$ cat src/rtl/core/lidar_express_packet_parser_macros.svh
// Assertion macros for the express packet parser RTL.
// Each macro expects clk_i and rst_ni in the scope where it is used.
`ifndef LIDAR_EXPRESS_PACKET_PARSER_MACROS_SVH
`define LIDAR_EXPRESS_PACKET_PARSER_MACROS_SVH

// Same-cycle implication, checked out of reset.
`define LEP_ASSERT_IMPL(lbl, ante, cons, msg) \
  lbl: assert property (@(posedge clk_i) disable iff (!rst_ni) (ante) |-> (cons)) \
    else $error(msg);

// Next-cycle implication, checked out of reset.
`define LEP_ASSERT_NEXT(lbl, ante, cons, msg) \
  lbl: assert property (@(posedge clk_i) disable iff (!rst_ni) (ante) |=> (cons)) \
    else $error(msg);

`endif

$ cat src/rtl/core/lep_pkg.sv
// Package for the express packet parser: constants and the result record.
// No dependencies; used by lep_parse, lep_out_reg and the top level.
`default_nettype none

package lep_pkg;

  // Upper nibbles of the two sync bytes.
  localparam logic [3:0] SYNC1_NIB = 4'hA;
  localparam logic [3:0] SYNC2_NIB = 4'h5;

  // Cabins per packet (default) and bytes per cabin.
  localparam int unsigned CABINS_DEF  = 16;
  localparam int unsigned CABIN_BYTES = 5;

  // Byte position of the last byte of a cabin.
  localparam logic [2:0] LAST_POS = 3'(CABIN_BYTES - 1);

  typedef struct packed {
    logic [3:0]  cabin_index;
    logic        packet_end;
    logic        checksum_ok;
    logic [14:0] start_angle;
    logic        new_scan;
    logic [13:0] distance_first;
    logic [5:0]  angle_comp_first;
    logic [13:0] distance_second;
    logic [5:0]  angle_comp_second;
  } result_t;

endpackage

`default_nettype wire

$ cat src/rtl/core/lep_if.sv
// Channel interfaces of the express packet parser: received bytes in,
// decoded cabins out. Valid/ready handshake; no package dependency.
`default_nettype none

interface lep_byte_if;
  logic       valid;
  logic       ready;
  logic [7:0] rx_byte;

  modport source (output valid, output rx_byte, input ready);
  modport sink   (input valid, input rx_byte, output ready);
endinterface

interface lep_cabin_if;
  logic        valid;
  logic        ready;
  logic [3:0]  cabin_index;
  logic        packet_end;
  logic        checksum_ok;
  logic [14:0] start_angle;
  logic        new_scan;
  logic [13:0] distance_first;
  logic [5:0]  angle_comp_first;
  logic [13:0] distance_second;
  logic [5:0]  angle_comp_second;

  modport source (
    output valid, output cabin_index, output packet_end, output checksum_ok,
    output start_angle, output new_scan, output distance_first,
    output angle_comp_first, output distance_second, output angle_comp_second,
    input ready
  );
  modport sink (
    input valid, input cabin_index, input packet_end, input checksum_ok,
    input start_angle, input new_scan, input distance_first,
    input angle_comp_first, input distance_second, input angle_comp_second,
    output ready
  );
endinterface

`default_nettype wire

$ cat src/rtl/core/lep_parse.sv
// Byte input register and packet parser state machine with cabin store.
// Depends on lep_pkg, lep_byte_if and the assertion macro header.
`default_nettype none
`include "lidar_express_packet_parser_macros.svh"

module lep_parse #(
  parameter int unsigned CABINS = lep_pkg::CABINS_DEF
) (
  input  wire             clk_i,
  input  wire             rst_ni,
  lep_byte_if.sink        byte_i,
  input  wire             res_free_i,
  output logic            res_valid_o,
  output lep_pkg::result_t res_o
);

  localparam int unsigned CNT_W = (CABINS > 1) ? $clog2(CABINS) : 1;

  typedef enum logic [1:0] {
    PH_SYNC1,
    PH_SYNC2,
    PH_ANGLE,
    PH_CABIN
  } phase_e;

  // Input register.
  logic       in_valid_q;
  logic [7:0] in_byte_q;

  // Parser state.
  phase_e     phase_q, phase_d;
  logic [2:0] pos_q, pos_d;
  logic [CNT_W-1:0] cnt_q, cnt_d;
  logic [7:0] chk_q, chk_d;
  logic [7:0] xor_q, xor_d;
  logic [15:0] angle_q, angle_d;

  // Cabin store: first four bytes of the current cabin.
  logic [7:0] cab_q [4];

  logic             emits;
  logic             step;
  logic             last;
  logic [7:0]       xor_now;
  logic [CNT_W+3:0] cnt_ext;

  assign emits   = (phase_q == PH_CABIN) && (pos_q == lep_pkg::LAST_POS);
  assign step    = in_valid_q && (!emits || res_free_i);
  assign last    = (cnt_q == CNT_W'(CABINS - 1));
  assign xor_now = xor_q ^ in_byte_q;
  assign cnt_ext = {4'b0000, cnt_q};

  assign byte_i.ready = !in_valid_q || step;

  always_comb begin
    phase_d = phase_q;
    pos_d   = pos_q;
    cnt_d   = cnt_q;
    chk_d   = chk_q;
    xor_d   = xor_q;
    angle_d = angle_q;
    case (phase_q)
      PH_SYNC1: begin
        if (in_byte_q[7:4] == lep_pkg::SYNC1_NIB) begin
          chk_d   = {4'b0000, in_byte_q[3:0]};
          phase_d = PH_SYNC2;
        end
      end
      PH_SYNC2: begin
        if (in_byte_q[7:4] == lep_pkg::SYNC2_NIB) begin
          chk_d   = {in_byte_q[3:0], chk_q[3:0]};
          xor_d   = '0;
          pos_d   = '0;
          cnt_d   = '0;
          phase_d = PH_ANGLE;
        end else begin
          phase_d = PH_SYNC1;
        end
      end
      PH_ANGLE: begin
        xor_d = xor_now;
        if (pos_q == 3'd0) begin
          angle_d = {angle_q[15:8], in_byte_q};
          pos_d   = 3'd1;
        end else begin
          angle_d = {in_byte_q, angle_q[7:0]};
          pos_d   = '0;
          phase_d = PH_CABIN;
        end
      end
      PH_CABIN: begin
        xor_d = xor_now;
        if (pos_q != lep_pkg::LAST_POS) begin
          pos_d = pos_q + 3'd1;
        end else begin
          pos_d = '0;
          if (last) begin
            cnt_d   = '0;
            phase_d = PH_SYNC1;
          end else begin
            cnt_d = CNT_W'(cnt_q + 1'b1);
          end
        end
      end
      default: phase_d = PH_SYNC1;
    endcase
  end

  always_ff @(posedge clk_i or negedge rst_ni) begin
    if (!rst_ni) begin
      in_valid_q <= 1'b0;
      phase_q    <= PH_SYNC1;
      pos_q      <= '0;
      cnt_q      <= '0;
      chk_q      <= '0;
      xor_q      <= '0;
      angle_q    <= '0;
    end else begin
      if (byte_i.ready) begin
        in_valid_q <= byte_i.valid;
      end
      if (step) begin
        phase_q <= phase_d;
        pos_q   <= pos_d;
        cnt_q   <= cnt_d;
        chk_q   <= chk_d;
        xor_q   <= xor_d;
        angle_q <= angle_d;
      end
    end
  end

  // Payload registers, no reset.
  always_ff @(posedge clk_i) begin
    if (byte_i.valid && byte_i.ready) begin
      in_byte_q <= byte_i.rx_byte;
    end
    if (step && (phase_q == PH_CABIN) && (pos_q != lep_pkg::LAST_POS)) begin
      cab_q[pos_q[1:0]] <= in_byte_q;
    end
  end

  assign res_valid_o = in_valid_q && emits;

  always_comb begin
    res_o.cabin_index       = cnt_ext[3:0];
    res_o.packet_end        = last;
    res_o.checksum_ok       = last && (xor_now == chk_q);
    res_o.start_angle       = angle_q[14:0];
    res_o.new_scan          = angle_q[15];
    res_o.distance_first    = {cab_q[1], cab_q[0][7:2]};
    res_o.angle_comp_first  = {cab_q[0][1:0], in_byte_q[3:0]};
    res_o.distance_second   = {cab_q[3], cab_q[2][7:2]};
    res_o.angle_comp_second = {cab_q[2][1:0], in_byte_q[7:4]};
  end

  `LEP_ASSERT_IMPL(a_pos_range, phase_q == PH_CABIN, pos_q <= lep_pkg::LAST_POS,
                   "cabin byte position out of range")
  `LEP_ASSERT_IMPL(a_cnt_range, 1'b1, cnt_q <= CNT_W'(CABINS - 1),
                   "cabin counter beyond packet length")
  `LEP_ASSERT_NEXT(a_end_rehunt, step && emits && last, phase_q == PH_SYNC1,
                   "parser did not return to sync hunt after last cabin")
  `LEP_ASSERT_IMPL(a_chk_only_end, res_valid_o && res_o.checksum_ok, res_o.packet_end,
                   "checksum flag raised before packet end")

endmodule

`default_nettype wire

$ cat src/rtl/core/lep_out_reg.sv
// Result register driving the cabin output channel.
// Depends on lep_pkg and lep_cabin_if.
`default_nettype none

module lep_out_reg (
  input  wire              clk_i,
  input  wire              rst_ni,
  input  wire              res_valid_i,
  input  wire lep_pkg::result_t res_i,
  output logic             res_free_o,
  lep_cabin_if.source      cabin_o
);

  logic             valid_q;
  lep_pkg::result_t res_q;
  logic             load;

  // Free when empty or when the held item leaves this cycle.
  assign res_free_o = !valid_q || cabin_o.ready;
  assign load       = res_valid_i && res_free_o;

  always_ff @(posedge clk_i or negedge rst_ni) begin
    if (!rst_ni) begin
      valid_q <= 1'b0;
    end else if (res_free_o) begin
      valid_q <= res_valid_i;
    end
  end

  always_ff @(posedge clk_i) begin
    if (load) begin
      res_q <= res_i;
    end
  end

  assign cabin_o.valid             = valid_q;
  assign cabin_o.cabin_index       = res_q.cabin_index;
  assign cabin_o.packet_end        = res_q.packet_end;
  assign cabin_o.checksum_ok       = res_q.checksum_ok;
  assign cabin_o.start_angle       = res_q.start_angle;
  assign cabin_o.new_scan          = res_q.new_scan;
  assign cabin_o.distance_first    = res_q.distance_first;
  assign cabin_o.angle_comp_first  = res_q.angle_comp_first;
  assign cabin_o.distance_second   = res_q.distance_second;
  assign cabin_o.angle_comp_second = res_q.angle_comp_second;

endmodule

`default_nettype wire

$ cat src/rtl/core/lidar_express_packet_parser.sv
// Top level of the express-scan packet parser.
// Depends on lep_pkg, lep_if, lep_parse and lep_out_reg.
// Usage:
//   byte_i  - one received link byte per item (valid/ready). Bytes are taken
//             at one per clock; ready drops only while a finished cabin
//             result cannot move into the output register.
//   cabin_o - one item per completed five-byte cabin: cabin index, start
//             angle and new-scan bit of the packet, two distances and two
//             angle compensations. On the last of CABINS cabins packet_end
//             is high and checksum_ok tells whether the XOR of all bytes
//             after the sync pair matched the checksum in the sync nibbles.
//   Path: a byte is parsed while it sits in the input register; a cabin result
//   is loaded into the output register while its fifth byte sits there.
//   Throughput: one byte per cycle when not stalled, set by the single parser
//   step between the input and result registers.
//   Stall: while cabin_o is stalled, sync, angle and the first four cabin
//   bytes keep flowing; only the fifth byte of the next cabin waits in the
//   input register until the held result is taken.
//   Reset: the parser hunts for the first sync byte, both registers empty.
//   A bad second sync byte is dropped and hunting restarts.
`default_nettype none

module lidar_express_packet_parser #(
  parameter int unsigned CABINS = lep_pkg::CABINS_DEF
) (
  input  wire          clk_i,
  input  wire          rst_ni,
  lep_byte_if.sink     byte_i,
  lep_cabin_if.source  cabin_o
);

  logic             res_valid;
  logic             res_free;
  lep_pkg::result_t res;

  // Parse bytes; hand each finished cabin to the result register.
  lep_parse #(
    .CABINS (CABINS)
  ) u_parse (
    .clk_i       (clk_i),
    .rst_ni      (rst_ni),
    .byte_i      (byte_i),
    .res_free_i  (res_free),
    .res_valid_o (res_valid),
    .res_o       (res)
  );

  // Hold the result until the receiver takes it.
  lep_out_reg u_out_reg (
    .clk_i       (clk_i),
    .rst_ni      (rst_ni),
    .res_valid_i (res_valid),
    .res_i       (res),
    .res_free_o  (res_free),
    .cabin_o     (cabin_o)
  );

endmodule

`default_nettype wire
$ cat src/flat_wrapper.sv
// flat-port wrapper written by rule: the top's interface ports become plain ports
module lidar_express_packet_parser_flat 
#(
  parameter int unsigned CABINS = lep_pkg::CABINS_DEF
)
  (clk_i, rst_ni, byte_i_valid, byte_i_rx_byte, byte_i_ready, cabin_o_valid, cabin_o_cabin_index, cabin_o_packet_end, cabin_o_checksum_ok, cabin_o_start_angle, cabin_o_new_scan, cabin_o_distance_first, cabin_o_angle_comp_first, cabin_o_distance_second, cabin_o_angle_comp_second, cabin_o_ready);
  lep_byte_if byte_i_i ();
  lep_cabin_if cabin_o_i ();
  input  wire clk_i;
  input  wire rst_ni;
  input wire logic [$bits(byte_i_i.valid)-1:0] byte_i_valid;
  input wire logic [$bits(byte_i_i.rx_byte)-1:0] byte_i_rx_byte;
  output wire logic [$bits(byte_i_i.ready)-1:0] byte_i_ready;
  output wire logic [$bits(cabin_o_i.valid)-1:0] cabin_o_valid;
  output wire logic [$bits(cabin_o_i.cabin_index)-1:0] cabin_o_cabin_index;
  output wire logic [$bits(cabin_o_i.packet_end)-1:0] cabin_o_packet_end;
  output wire logic [$bits(cabin_o_i.checksum_ok)-1:0] cabin_o_checksum_ok;
  output wire logic [$bits(cabin_o_i.start_angle)-1:0] cabin_o_start_angle;
  output wire logic [$bits(cabin_o_i.new_scan)-1:0] cabin_o_new_scan;
  output wire logic [$bits(cabin_o_i.distance_first)-1:0] cabin_o_distance_first;
  output wire logic [$bits(cabin_o_i.angle_comp_first)-1:0] cabin_o_angle_comp_first;
  output wire logic [$bits(cabin_o_i.distance_second)-1:0] cabin_o_distance_second;
  output wire logic [$bits(cabin_o_i.angle_comp_second)-1:0] cabin_o_angle_comp_second;
  input wire logic [$bits(cabin_o_i.ready)-1:0] cabin_o_ready;
  assign byte_i_i.valid = byte_i_valid;
  assign byte_i_i.rx_byte = byte_i_rx_byte;
  assign byte_i_ready = byte_i_i.ready;
  assign cabin_o_valid = cabin_o_i.valid;
  assign cabin_o_cabin_index = cabin_o_i.cabin_index;
  assign cabin_o_packet_end = cabin_o_i.packet_end;
  assign cabin_o_checksum_ok = cabin_o_i.checksum_ok;
  assign cabin_o_start_angle = cabin_o_i.start_angle;
  assign cabin_o_new_scan = cabin_o_i.new_scan;
  assign cabin_o_distance_first = cabin_o_i.distance_first;
  assign cabin_o_angle_comp_first = cabin_o_i.angle_comp_first;
  assign cabin_o_distance_second = cabin_o_i.distance_second;
  assign cabin_o_angle_comp_second = cabin_o_i.angle_comp_second;
  assign cabin_o_i.ready = cabin_o_ready;
  lidar_express_packet_parser #(.CABINS(CABINS)) u_core (.clk_i(clk_i), .rst_ni(rst_ni), .byte_i(byte_i_i), .cabin_o(cabin_o_i));
endmodule
$ cat config.mk
export PLATFORM = sky130hd
export DESIGN_NAME = lidar_express_packet_parser_flat
export DESIGN_NICKNAME = d
export VERILOG_FILES = /design/src/rtl/core/lep_pkg.sv /design/src/rtl/core/lep_if.sv /design/src/rtl/core/lep_parse.sv /design/src/rtl/core/lep_out_reg.sv /design/src/rtl/core/lidar_express_packet_parser.sv /design/src/flat_wrapper.sv
export VERILOG_INCLUDE_DIRS = /design/src /design/src/rtl/core
export SDC_FILE = /design/constraint.sdc
export NUM_CORES = 1
export LEC_CHECK = 0
export BUFFER_PORTS_ARGS = -buffer_cell sky130_fd_sc_hd__buf_2
export CORE_MARGIN = 5
export CORE_UTILIZATION = 61
export DETAILED_ROUTE_END_ITERATION = 16
export PLACE_DENSITY = 0.81
export SLEW_MARGIN = 15
export SYNTH_ARGS = -nofsm -noshare
export SYNTH_HDL_FRONTEND = slang
export SYNTH_SLANG_ARGS = --single-unit
$ cat constraint.sdc
create_clock -name clk_i -period 5.15 [get_ports clk_i]
set_input_delay 0.515 -clock clk_i [delete_from_list [all_inputs] [get_ports clk_i]]
set_output_delay 0.515 -clock clk_i [all_outputs]
set_load 0.01 [all_outputs]
==> summary.txt <==
Detailed routing
  – Drt drc: 0
  – Iter 0 DRT Violations: 164
  – Via count: 2853
  – Routed Antenna Nets: 0
  – Vias per cell: 5.54
  – Detailed Route WL: 9.66 mm
  – Routed WL per cell: 18.8 µm
  – Detailed Routing Iterations Pass 1: 4

Layout
  – Ant diodes: 0
  – Layout overhead on the synthesized area: 19.0%
  – Final #Nets: 411
  – Share of cells above drive strength 1: 35.1%
  – Finished Core Util: 74.1%

Floorplanning
  – Die W: 104 µm
  – Initial Util: 62.3%
  – Num ports: 76
  – Die Ht: 104 µm
  – FP Rows: 34
  – Core Box Area: 0.00872 mm²
  – Die area: 0.0109 mm²

Yosys
  – Net Count, Synth: 323
  – Post-synth ARST share: 29.7%
  – Top post-synthesis cells by count: edfxtp_1 (102), dfrtp_1 (43), mux2_2 (21)
  – Biggest area consumer among synthesized cells: edfxtp_1
  – Top_reg_cell synth: edfxtp_1
  – Syn_area_per_cell: 17.7 µm²
  – Netlist Area Pre-Place: 0.00543 mm²
  – Post-synth EDFFs: 102
  – Yosys top cell area share: 56.4%
  – Ys Warns: 0
  – Yosys reg bits: 145
  – Synth cell types: 57
  – Largest cells by area after synthesis: edfxtp_1 (56%), dfrtp_1 (20%), mux2_2 (4.4%)
  – Mapped Cells: 306
  – Count leader, synth: edfxtp_1
  – Sequential cell area fraction in the yosys report: 76.2%

Timing
  – Min Tclk post-route: 2.63 ns
  – Worst Skew: 0.00663 ns
  – Worst slew margin: 30.9%
  – RSZ-0062 raised after global routing: false
  – Final Hold Viols: 0
  – Max Fclk: 380 MHz
  – Final Max Slew Viols: 0
  – Setup TNS: 0 ns
  – Setup violations, final: 0
  – Worst-margin pin slew: 1.03 ns
  – Fin crit share: 51.1%

Min path
  – Worst min path class: input port to async pin

Clock network
  – Worst-Skew Late Latency: 0.51 ns
  – Clock Tree Root: clkbuf_8
  – CTS tree: built
  – Cts hold-fix bufs: 0
  – CTS Buf Count: 17
  – CTS Sinks: 145
  – CTS resizes: 0
  – Setup Buffers After CTS: 0
  – Clock Path Buffers: 2
  – Clock slew at reported path FFs: 0.07 ns
  – H-tree level count: 4

Critical path
  – Slowest cell delay on critical path: 0.85 ns
  – CP Class: register to register
  – Critical-path top delay cell: dfrtp_1
  – CP Max Fanout: 55
  – Reg2reg setup slack: 2.52 ns
  – Crit end category: register
  – Reg-to-Reg Start: u_core.u_parse.phase_q[0]$_DFFE_PN0P_
  – R2R depth: 3
  – Arr. time, crit path: 2.77 ns
  – CP delay by family, top: flip-flops
  – Worst reg2reg path endpoint: u_core.u_out_reg.cabin_o.start_angle[6]$_DFFE_PP_
  – CP Launch Type: register
  – CP Launch Point: u_core.u_parse.phase_q[0]$_DFFE_PN0P_
  – Worst path bufs/invs: 1
  – Worst path cell trace: nand3_4 > nor3b_4 > buf_4
  – Critical Path RT: 5.29 ns

Global route
  – Largest net degree at the start of global routing: 56
  – First-pass GRT wire length: 15.8 mm
  – Overflow left after global routing: 0
  – Antenna violations before repair: 0
  – Gr usage total: 19.0%
  – Vias in the first global route: 2915

Power and ir drop
  – Total power divided by cell area: 480 mW/mm²
  – Lkg Pwr: 0.00253 µW
  – Maximum VDD drop: 0.000326 V

Run
  – Max cap viols: 0

Placement
  – RD Place Congestion: 0.820
  – Port Buffer Count: 75
  – Post-DP HPWL: 6.12 mm

Status
  – Outcome: complete, no violations
-- cell families after synthesis --
family                     synth area share, %
buffers and inverters                     1.70
AOI/OAI and AO/OA                         5.64
muxes                                     5.28
DFF                                       76.2
adders and majority gates                 1.15
and+or+nand+nor                           7.44
xor gates and xnor gates                  2.58
-- cell type report --
cell class / instances / area, µm²
well taps: 108 / 135
flip-flops and latches: 145 / 4140
clock buffers: 18 / 418
multi-input cells: 143 / 1200
inverters: 11 / 41.3
repair buffers: 76 / 383
clock inverters: 14 / 146
fillers: 480 / 2260
-- state kept, by name, indices dropped and copies added (netlist names), 5 cells and up, named ones only --
name / cells
u_core.u_parse.cab_q: 32
u_core.u_out_reg.cabin_o.start_angle: 15
cabin_o_distance_first: 14
u_core.u_out_reg.cabin_o.distance_second: 5
u_core.u_out_reg.cabin_o.angle_comp_second: 6
cabin_o_distance_second: 9
u_core.u_parse.angle_q: 16
u_core.u_parse.xor_q: 8
u_core.u_parse.chk_q: 8
u_core.u_parse.in_byte_q: 8
-- worst max-delay path by stage --
stage / to / slack (ns) / cells past startpoint
final: u_core.u_out_reg.cabin_o.start_angle[6]$_DFFE_PP_ / 2.52 / 3
after global routing: u_core.u_out_reg.cabin_o.start_angle[2]$_DFFE_PP_ / 2.33 / 3
after CTS: u_core.u_out_reg.cabin_o.start_angle[2]$_DFFE_PP_ / 2.52 / 3
after detailed placement: u_core.u_out_reg.cabin_o.start_angle[5]$_DFFE_PP_ / 2.54 / 3
after global placement: u_core.u_out_reg.cabin_o.start_angle[5]$_DFFE_PP_ / 2.64 / 3
after floorplan: u_core.u_parse.cnt_q[3]$_DFFE_PN0P_ / 2.12 / 6
-- routing by layer --
metal / GRT usage, % / wire length (µm) / vias to the layer above
li1: - / - / 1337
met1: 23.5 / 3850 / 1400
met2: 32.1 / 5130 / 99
met3: 5.46 / 502 / 17
met4: 6.29 / 179 / 0
met5: 0 / 0 / -
-- per-stage QoR --
step	total power, µW	cells	worst slack [ns]	cell area, µm²	hold WS [ns]
after floorplan	1890	306	2.12	5430	0.219
after global routing	3240	515	2.33	6460	0.153
final	3100	515	2.52	6460	0.143
after detailed placement	1980	483	2.54	5900	0.405
after CTS	3120	515	2.52	6460	0.152
after global placement	1950	483	2.64	5900	0.405
-- worst reg2reg max path, delay by kind of cell (launching register included) --
| family | cells | cell delay [ns] |
|---|---|---|
| buffers and inverters | 1 | 0.64 |
| flip-flops | 1 | 0.85 |
| AND/OR/NAND/NOR | 2 | 0.72 |
-- cell usage in the layout (no fill, tap or decap), types with 2 or more instances in the layout --
cell | Yosys | layout
nand2_1 | 11 | 11
ha_1 | 5 | 5
clkinv_4 | 0 | 4
edfxtp_1 | 102 | 102
a41oi_1 | 2 | 2
nor2_1 | 2 | 2
nor3_1 | 2 | 2
buf_2 | 1 | 75
clkbuf_16 | 0 | 16
o21ai_0 | 5 | 5
mux2_2 | 21 | 21
o211a_1 | 6 | 6
xnor2_1 | 9 | 9
inv_6 | 0 | 6
a22o_1 | 2 | 2
xor2_1 | 7 | 7
mux2i_1 | 5 | 5
nor2b_1 | 6 | 6
dfrtp_1 | 43 | 43
inv_1 | 10 | 10
a21oi_1 | 15 | 15
and2_1 | 4 | 4
nand2b_1 | 4 | 4
nand3_1 | 6 | 6
-- where the power goes --
part	switching [µW]	internal [µW]	total, µW
clock network	488	655	1140
logic	193	208	401
registers	157	1400	1560
No activity file was read; power rests on OpenSTA's default activity.
